--- src/hdl/figle_pkg.sv ---
// ----------------------------------------------------------------------------
// figle_pkg: shared types and constants of the gate list evaluator
// Gate entry layout, front-to-back queue item, register indexes and the
// sequencer states of the back end.
// ----------------------------------------------------------------------------
`default_nettype none

package figle_pkg;

   // primary input vector and net file geometry
   localparam int INPUT_W   = 16;
   localparam int IDX_W     = 7;
   localparam int NET_COUNT = 128;
   localparam int BRIDGE_W  = 4;
   localparam int COUNT_W   = 8;

   // configuration port
   localparam int CSR_INDEX_W = 3;
   localparam int CSR_DATA_W  = 16;

   // front-to-back queue
   localparam int QUEUE_DEPTH = 2;
   localparam int QPTR_W      = (QUEUE_DEPTH > 1) ? $clog2(QUEUE_DEPTH) : 1;
   localparam int QCNT_W      = $clog2(QUEUE_DEPTH + 1);

   // action code of the input item
   localparam logic ACTION_EVAL = 1'b1;

   typedef enum logic [CSR_INDEX_W-1:0] {
      CSR_STUCK_LOW  = 3'd0,
      CSR_STUCK_HIGH = 3'd1,
      CSR_AND_TARGET = 3'd2,
      CSR_AND_PARTNER = 3'd3,
      CSR_OR_TARGET  = 3'd4,
      CSR_OR_PARTNER = 3'd5,
      CSR_OP_COUNT   = 3'd6
   } csr_index_type;

   // one stored gate entry, lsb first: src1, src2, kind, destination
   typedef struct packed {
      logic             dest_invert;
      logic [IDX_W-1:0] dest_index;
      logic             gate_is_or;
      logic             src2_invert;
      logic [IDX_W-1:0] src2_index;
      logic             src2_is_input;
      logic             src1_invert;
      logic [IDX_W-1:0] src1_index;
      logic             src1_is_input;
   } gate_word_type;

   localparam int GATE_W = $bits(gate_word_type);

   // fault settings seen by the front end
   typedef struct packed {
      logic [INPUT_W-1:0]  stuck_low;
      logic [INPUT_W-1:0]  stuck_high;
      logic [BRIDGE_W-1:0] and_target;
      logic [BRIDGE_W-1:0] and_partner;
      logic [BRIDGE_W-1:0] or_target;
      logic [BRIDGE_W-1:0] or_partner;
   } fault_cfg_type;

   // classified item handed from front to back
   typedef struct packed {
      logic               is_eval;
      logic               load_en;
      logic [IDX_W-1:0]   entry_index;
      gate_word_type      word;
      logic [INPUT_W-1:0] fault_vector;
   } queue_item_type;

   typedef enum logic [1:0] {
      BK_IDLE,
      BK_RUN,
      BK_DONE
   } back_state_type;

endpackage

`default_nettype wire

--- src/hdl/figle_front.sv ---
// ----------------------------------------------------------------------------
// figle_front: request intake and classification
// Takes request beats, packs gate entries for loads, and builds the faulted
// input vector (stuck masks, then AND bridge, then OR bridge) for evaluates.
// ----------------------------------------------------------------------------
`default_nettype none

module figle_front
   import figle_pkg::*;
#(
   parameter int MAX_OPS    = 128,
   parameter int NUM_INPUTS = 16
) (
   input  logic               req_valid,
   output logic               req_stall,
   input  logic               req_action,
   input  logic [IDX_W-1:0]   req_entry_index,
   input  logic               req_src1_is_input,
   input  logic [IDX_W-1:0]   req_src1_index,
   input  logic               req_src1_invert,
   input  logic               req_src2_is_input,
   input  logic [IDX_W-1:0]   req_src2_index,
   input  logic               req_src2_invert,
   input  logic               req_gate_is_or,
   input  logic [IDX_W-1:0]   req_dest_index,
   input  logic               req_dest_invert,
   input  logic [INPUT_W-1:0] req_input_vector,
   input  fault_cfg_type      fault_cfg,
   input  logic               q_full,
   output logic               q_push,
   output queue_item_type     q_item
);

   // input bits that exist in this configuration
   localparam logic [INPUT_W-1:0] INPUT_SPAN = (NUM_INPUTS >= INPUT_W) ?
      {INPUT_W{1'b1}} : INPUT_W'((64'd1 << NUM_INPUTS) - 64'd1);

   logic [INPUT_W-1:0] fault_vector;

   always_comb begin
      fault_vector = ((req_input_vector & fault_cfg.stuck_low) | fault_cfg.stuck_high)
                     & INPUT_SPAN;
      if (32'(fault_cfg.and_target) < NUM_INPUTS) begin
         fault_vector[fault_cfg.and_target] = fault_vector[fault_cfg.and_target]
                                              & fault_vector[fault_cfg.and_partner];
      end
      if (32'(fault_cfg.or_target) < NUM_INPUTS) begin
         fault_vector[fault_cfg.or_target] = fault_vector[fault_cfg.or_target]
                                             | fault_vector[fault_cfg.or_partner];
      end
   end

   always_comb begin
      q_item.is_eval             = (req_action == ACTION_EVAL);
      q_item.load_en             = (32'(req_entry_index) < MAX_OPS);
      q_item.entry_index         = req_entry_index;
      q_item.word.src1_is_input  = req_src1_is_input;
      q_item.word.src1_index     = req_src1_index;
      q_item.word.src1_invert    = req_src1_invert;
      q_item.word.src2_is_input  = req_src2_is_input;
      q_item.word.src2_index     = req_src2_index;
      q_item.word.src2_invert    = req_src2_invert;
      q_item.word.gate_is_or     = req_gate_is_or;
      q_item.word.dest_index     = req_dest_index;
      q_item.word.dest_invert    = req_dest_invert;
      q_item.fault_vector        = fault_vector;
   end

   assign req_stall = q_full;
   assign q_push    = req_valid && !q_full;

endmodule

`default_nettype wire

--- config.mk ---
export PLATFORM = sky130hd
export DESIGN_NAME = figle_front
export DESIGN_NICKNAME = d
export VERILOG_FILES = /design/src/hdl/figle_pkg.sv /design/src/hdl/figle_front.sv
export SDC_FILE = /design/constraint.sdc
export NUM_CORES = 1
export LEC_CHECK = 0
export BUFFER_PORTS_ARGS = -buffer_cell sky130_fd_sc_hd__buf_2
export CAP_MARGIN = 20
export CORE_UTILIZATION = 40
export DETAILED_ROUTE_END_ITERATION = 10
export PLACE_DENSITY = 0.8
export SLEW_MARGIN = 20
export SYNTH_ARGS = -nofsm -noshare
export SYNTH_HDL_FRONTEND = slang
export SYNTH_SLANG_ARGS = --single-unit
export TNS_END_PERCENT = 5
--- constraint.sdc ---
create_clock -name vclk -period 3.6
set_input_delay 0.18 -clock vclk [all_inputs]
set_output_delay 0.18 -clock vclk [all_outputs]
set_load 0.02 [all_outputs]
==> impl_metrics.ini <==
[worst_setup_path]
crit_fanout = 16
path_class = in2out
crit_arrival_ps = 3210
startpoint = fault_cfg[8]
worst_setup_path_end_kind = output port
required_ps = 3420
crit_path_start_kind = input port

[routing]
drtIter0Drc = 280
ant_nets = 0
post_drt_wl_per_cell_um = 17.1
drt-total-wl_um = 6560
vias = 2486
drc = 11
drtPass1Iterations = 9
viasPerCell = 6.47

[layout]
clockBufferCount = 0
num_antenna_cells = 0
design.seq.count = 0
drive_above_1_share_pct = 30.1
area_delta_synth_final_pct = 7.18
nets = 435
fin_area_um2 = 2050
multi_input_area_um2 = 1530
fillers = 473
post-route-util_pct = 45.9
regArea_um2 = 0

[run_status]
status = complete, but fails checks
violations = design-rule violations

[synthesis]
avgSynthCellArea_um2 = 6.39
synthesis.area_um2 = 1920
syn-num-nets = 401
synth_top_area_share_pct = 14.5
yosysMostFrequentCell = buf_4
yosys_warnings = 0
synth_cell_types = 58
synthTopCellsByCount = buf_4, a21oi_1, nor2_1
yosys-top-cells-area = buf_4, a21oi_1, mux2i_1
yosysSeqAreaShare_pct = 0
synth_top_cell_by_area = buf_4
synth_cells = 300

[floorplan]
die_h_um = 71.2
initial_utilization_pct = 42.8
ios = 155
die_x_um = 71.2
core_um2 = 4470
core.rowCount = 24
dieArea_um2 = 5070

[sta]
tns_ps = 0
finalCriticalPeriod_ps = 3390
final-hold-violation-count = 0
maxSlewHeadroom_pct = 56.2
fmax_mhz = 295
setup_viol = 0
rsz0062_at_grt = no
worst_pin_slew_ps = 652
drv_slew = 0
finalCritPeriodShare_pct = 94.1

[hold_path]
hp-start = req_src2_index[6]
hp-class = in2out

[global_route]
grt_max_degree = 21
grt_first_pass_wirelength_um = 10800
gr-usage-all-layers_pct = 25.7
antenna_found_initial = 0
grt_pass1_vias = 2255
grt_overflow = 0

[power]
p_leak_nw = 0.840
p_per_area_nw_per_um2 = 151
peakVddDrop_mv = 0.0832

[place]
place_hpwl_um = 5190
gp_congestion = 0.996
placed_area_um2 = 2050
port_buffers = 84

[clocking]
ctsHoldBuffers = 0
cts_setup_buffers = 0
cts_resized = 0

[flow_run]
cap_violations = 0
## cell type report
type / count / area share (%)
Inverter: 4 / 0.731
Multi-Input combinational cell: 241 / 74.5
Tap cell: 52 / 3.17
Timing Repair Buffer: 87 / 21.6
## power breakdown
part | total [W] | internal, W | switching [W]
logic | 0.000311 | 0.000115 | 0.000196
clock network | 0 | 0 | 0
registers | 0 | 0 | 0
total | 0.000311 | 0.000115 | 0.000196
## worst paths after layout
path	slack [ps]	cells after the start	to
worst max-delay path	210	11	q_item[4]
worst min-delay path	360	0	q_item[32]
## metrics by stage
stage | instances | power [W] | hold slack, ps | setup slack [ps]
final | 384 | 0.000311 | 360 | 211
after global routing | 384 | 0.000336 | 360 | 7.53
after CTS | 384 | 0.000305 | 360 | 236
after detailed placement | 384 | 0.000304 | 360 | 241
after global placement | 384 | 0.000303 | 360 | 324
after floorplan | 300 | 0.000267 | 438 | 488
## metal layers
layer	GRT usage (%)	vias up	wire length, µm
met3	2.67	16	640
met4	8.44	0	156
met5	0	-	0
met2	44.1	148	3150
li1	-	1159	-
met1	33.5	1163	2610
## logic make-up after synthesis
logic type,after synthesis,synth area share [%]
other,1,0.196
muxes,15,7.96
and+or+nand+nor,112,28.9
AOI/OAI and AO/OA,111,41.9
xor gates and xnor gates,2,0.914
buffers and inverters,59,20.1
## worst max-delay path, stage by stage
cell and delay (ps):
buf_2 230, a211oi_2 80, a2111oi_4 320, a311oi_1 120, a2111oi_4 480, and2_1 380, o21ai_0 150, o21a_1 230
o41a_4 610, o31ai_2 230, buf_2 190
## cells in the final DEF, fill, tap and decap left out, types with 4 or more instances in the layout
cell	synthesis	routed
buf_2	2	84
a21oi_1	34	34
nor2_1	26	26
nand2_1	21	21
nand3_1	16	16
nor3_1	14	14
mux2i_1	13	13
a31oi_1	12	12
nand2b_1	11	11
nor2b_1	10	10
a211oi_1	9	9
o21ai_0	8	8
o22ai_1	7	7
o211ai_1	6	6
a21oi_2	5	5
inv_1	4	4
No activity file was read; power rests on OpenSTA's default activity.
