## src/hdl/figle_pkg.sv

```systemverilog
// ----------------------------------------------------------------------------
// figle_pkg: shared types and constants of the gate list evaluator
// Gate entry layout, front-to-back queue item, register indexes and the
// sequencer states of the back end.
// ----------------------------------------------------------------------------
`default_nettype none

package figle_pkg;

   // primary input vector and net file geometry
   localparam int INPUT_W   = 16;
   localparam int IDX_W     = 7;
   localparam int NET_COUNT = 128;
   localparam int BRIDGE_W  = 4;
   localparam int COUNT_W   = 8;

   // configuration port
   localparam int CSR_INDEX_W = 3;
   localparam int CSR_DATA_W  = 16;

   // front-to-back queue
   localparam int QUEUE_DEPTH = 2;
   localparam int QPTR_W      = (QUEUE_DEPTH > 1) ? $clog2(QUEUE_DEPTH) : 1;
   localparam int QCNT_W      = $clog2(QUEUE_DEPTH + 1);

   // action code of the input item
   localparam logic ACTION_EVAL = 1'b1;

   typedef enum logic [CSR_INDEX_W-1:0] {
      CSR_STUCK_LOW  = 3'd0,
      CSR_STUCK_HIGH = 3'd1,
      CSR_AND_TARGET = 3'd2,
      CSR_AND_PARTNER = 3'd3,
      CSR_OR_TARGET  = 3'd4,
      CSR_OR_PARTNER = 3'd5,
      CSR_OP_COUNT   = 3'd6
   } csr_index_type;

   // one stored gate entry, lsb first: src1, src2, kind, destination
   typedef struct packed {
      logic             dest_invert;
      logic [IDX_W-1:0] dest_index;
      logic             gate_is_or;
      logic             src2_invert;
      logic [IDX_W-1:0] src2_index;
      logic             src2_is_input;
      logic             src1_invert;
      logic [IDX_W-1:0] src1_index;
      logic             src1_is_input;
   } gate_word_type;

   localparam int GATE_W = $bits(gate_word_type);

   // fault settings seen by the front end
   typedef struct packed {
      logic [INPUT_W-1:0]  stuck_low;
      logic [INPUT_W-1:0]  stuck_high;
      logic [BRIDGE_W-1:0] and_target;
      logic [BRIDGE_W-1:0] and_partner;
      logic [BRIDGE_W-1:0] or_target;
      logic [BRIDGE_W-1:0] or_partner;
   } fault_cfg_type;

   // classified item handed from front to back
   typedef struct packed {
      logic               is_eval;
      logic               load_en;
      logic [IDX_W-1:0]   entry_index;
      gate_word_type      word;
      logic [INPUT_W-1:0] fault_vector;
   } queue_item_type;

   typedef enum logic [1:0] {
      BK_IDLE,
      BK_RUN,
      BK_DONE
   } back_state_type;

endpackage

`default_nettype wire

```

## src/hdl/figle_queue.sv

```systemverilog
// ----------------------------------------------------------------------------
// figle_queue: short queue between front and back
// Holds classified items so that the front keeps taking beats while the
// back works through a gate list.
// ----------------------------------------------------------------------------
`default_nettype none

module figle_queue
   import figle_pkg::*;
(
   input  logic           clock,
   input  logic           reset,
   input  logic           push,
   input  queue_item_type push_item,
   output logic           full,
   input  logic           pop,
   output queue_item_type head_item,
   output logic           head_valid
);

   queue_item_type     slot_ff [QUEUE_DEPTH];
   logic [QPTR_W-1:0]  wr_ptr_ff, wr_ptr_in;
   logic [QPTR_W-1:0]  rd_ptr_ff, rd_ptr_in;
   logic [QCNT_W-1:0]  count_ff, count_in;

   always_comb begin
      wr_ptr_in = wr_ptr_ff;
      rd_ptr_in = rd_ptr_ff;
      count_in  = count_ff;
      if (push) begin
         wr_ptr_in = (wr_ptr_ff == QPTR_W'(QUEUE_DEPTH - 1)) ? '0 : wr_ptr_ff + 1'b1;
      end
      if (pop) begin
         rd_ptr_in = (rd_ptr_ff == QPTR_W'(QUEUE_DEPTH - 1)) ? '0 : rd_ptr_ff + 1'b1;
      end
      if (push && !pop) begin
         count_in = count_ff + 1'b1;
      end else if (pop && !push) begin
         count_in = count_ff - 1'b1;
      end
   end

   always_ff @(posedge clock) begin
      if (reset) begin
         wr_ptr_ff <= '0;
         rd_ptr_ff <= '0;
         count_ff  <= '0;
      end else begin
         wr_ptr_ff <= wr_ptr_in;
         rd_ptr_ff <= rd_ptr_in;
         count_ff  <= count_in;
      end
   end

   always_ff @(posedge clock) begin
      if (push) begin
         slot_ff[wr_ptr_ff] <= push_item;
      end
   end

   assign full       = (count_ff == QCNT_W'(QUEUE_DEPTH));
   assign head_valid = (count_ff != '0);
   assign head_item  = slot_ff[rd_ptr_ff];

endmodule

`default_nettype wire

```

## config.mk

```make
export PLATFORM = sky130hd
export DESIGN_NAME = figle_queue
export DESIGN_NICKNAME = d
export VERILOG_FILES = /design/src/hdl/figle_pkg.sv /design/src/hdl/figle_queue.sv
export SDC_FILE = /design/constraint.sdc
export NUM_CORES = 1
export LEC_CHECK = 0
export BUFFER_PORTS_ARGS = -buffer_cell sky130_fd_sc_hd__buf_2
export CORE_UTILIZATION = 55
export DETAILED_ROUTE_END_ITERATION = 6
export GPL_ROUTABILITY_DRIVEN = 0
export HOLD_SLACK_MARGIN = 0.08
export PLACE_DENSITY = 0.9
export SETUP_SLACK_MARGIN = 0.2
export SLEW_MARGIN = 20
export SYNTH_ARGS = -nofsm -noshare
export SYNTH_HDL_FRONTEND = slang
export SYNTH_SLANG_ARGS = --single-unit
```

## constraint.sdc

```tcl
create_clock -name clock -period 8.7 [get_ports clock]
set_input_delay 0 -clock clock [delete_from_list [all_inputs] [get_ports clock]]
set_output_delay 0 -clock clock [all_outputs]
set_load 0.02 [all_outputs]
```

==> results.md <==
- Status: complete, no violations
- Post-layout util: 0.783
- Relative slew slack: 0.542
- MaxCap Viol Count: 0
- Clock-pin slew on the worst setup and hold paths: 100 ps
- Antenna Cells: 0
- WS Path Type: flip-flop to flip-flop
- Seq/Total Area, Yosys: 0.810
- Post-DR vias/cell: 4.99
- Initial core utilization: 0.576
- WL final: 7.57 mm
- Met3 Use GR: 0.0493
- PostCTS Resize Cnt: 0
- Avg Inst Size Synth: 21.6 um2
- DRT antenna net count: 0
- Residual DRC: 0
- Crit-path max FO: 32
- Clk buf depth: 2
- CTS tree: built
- Synth top area share: 0.785
- Worst-margin pin slew: around 700 ps
- Crit path capture type: flip-flop
- Hold Path Class: primary input to flip-flop
- Clock root buffer: clkbuf_8
- Fin. Hold Viols: 0
- Final TNS setup: 0 ps
- Cts bufs inserted: 9
- Port bufs: between 100 and 150
- Area of the core: 6910 um2
- Synth Net Count: roughly 240
- DIE AREA: 7580 um2
- Most frequent cells in the layout: 109 x buf_2, 104 x edfxtp_1, 56 x dlygate4sd3_1, 52 x mux2_2, 11 x clkbuf_8
- Met2 usage: 0.392
- CP delay by family, top: simple AND/OR/NAND/NOR gates
- Pre-CTS setup slack: 6920 ps
- Via count: 2282
- Nets: 413
- Synth-to-layout area growth: 35.8%
- Synth Register Bits: 109
- Worst clock skew: 10.4 ps
- Crit share post-route: 0.207
- Yosys top cell by area: edfxtp_1
- Number of global-route vias before repair: around 2400
- Worst path arrival time: 1810 ps
- Worst-Skew Late Latency: 360 ps
- Mapped cell area: 3980 um2
- Final slew viol count: 0
- Chip width: 87.1 um
- Buf+Inv Stages, Crit Path: 1
- Max VDD drop: between 0.00015 and 0.0002 V
- Dpl hpwl: 4.09 mm
- WP data required: 8710 ps
- FMAX: 555 MHz
- Post-layout min period: roughly 1800 ps
- Drt wl/cell: 16.6 um
- Synth area leaders: edfxtp_1 78%, mux2_2 15%, dfxtp_1 2.5%, buf_6 1.4%, xnor2_1 0.44%
- Share of cells above drive strength 1: 0.510
- Reg area: 3230 um2
- Gr usage total: 0.214
- Tot Pwr: between 1000 and 1500 uW
- Rows: 30
- CP Launch Type: flip-flop
- Global Route met1 Usage: 0.229
- Netlist cell types: 17
- Grt ovf: 0
- YS warnings: 0
- Initial DRC count: 109
- First-pass GRT wire length: between 10 and 15 mm
- Largest net degree at the start of global routing: 53
- Pwr Density: roughly 210 nW/um2
- CP peak stage delay: 510 ps
- H-tree depth: 3
- Fill count: between 400 and 500
- PnR worst setup slack: between 6000 and 7000 ps
- TritonRoute pass-1 iters: 4
- Most common cell after layout, fill and taps aside: buf_2
- Area used by multi-input combinational logic: 701 um2
- Die height: 87.1 um
- Antenna violations before repair: 0
- # setup viols final: 0
- CP Cell Sequence: and2_2 -> buf_4
- I/O pin cnt: 110
- TritonCTS Sinks: 109
- Leak: 0.00207 uW
- Gate Count Post-Synth: 184
- Slowest cell on crit path: and2_2
- RSZ-0062 raised after global routing: false
- Layer with the highest usage: met2
[path summary, 6_finish.rpt]
kind | to | depth (start not counted) | slack, ps | start
min reg2reg | count_ff[1] | 2 | 530 | count_ff[1]
min | slot_ff[0][4] | 2 | 360 | push_item[4]
max reg2reg | slot_ff[1][1] | 2 | 6900 | wr_ptr_ff
max | slot_ff[1][1] | 2 | 6900 | wr_ptr_ff
[area by class of cell]
type                       instances  area share
clock buffer                      11      0.0280
clock inverter                     5      0.0150
inverter                           1    0.000694
multi-input combinational         68       0.130
sequential                       109       0.597
tap                               96      0.0222
timing repair buffer             167       0.207
[registers in the layout (all words and copies together), names as in the netlist, named ones only]
signal and cells:
slot_ff 104, wr_ptr_ff 1, count_ff 2, rd_ptr_ff 1
[cells by family (layout without fill, tap and decap cells)]
family / after synthesis / after routing / share of synthesized area
flops: 109 / 109 / 0.810
mux: 52 / 52 / 0.147
simple gates: 9 / 9 / 0.0123
buf+inv: 7 / 184 / 0.0163
xor+xnor: 4 / 4 / 0.00880
compound gates: 2 / 2 / 0.00251
fa+ha+maj: 1 / 1 / 0.00314
[power by group]
group          leakage, uW  switching [uW]  internal (uW)
clock network     0.000116             161            178
registers          0.00102            18.4            611
logic             0.000931            83.3           75.9
[layer usage]
layer	routed length, um	vias to the layer above	share of wire
li1	-	1057	-
met1	2910	1112	0.38
met2	4060	93	0.54
met3	387	20	0.051
met4	208	0	0.027
met5	0	-	0
[metrics by stage]
step                      instance area [um2]  hold slack [ps]  std cells
final                                    5410              362        457
after global routing                     5410              337        457
after CTS                                5410              343        457
after detailed placement                 4610              191        385
after global placement                   4610              188        385
after floorplan                          3980             69.1        184
[cells in the mapped netlist]
cell type    n
or2_2        1
xor2_1       2
edfxtp_1   104
inv_1        1
and2_1       1
o21ai_0      1
dfxtp_1      5
a21oi_1      1
buf_2        1
or3_1        1
mux2_2      52
nor2_1       4
ha_1         1
and2b_2      1
nor2b_1      1
buf_6        5
xnor2_1      2
[timing repair]
item                                   CTS  global route
endpoints found under the hold margin  109             0
setup buffers                            0             0
hold buffers                            56             0
Note: power is estimated with default switching activity, not from simulation.
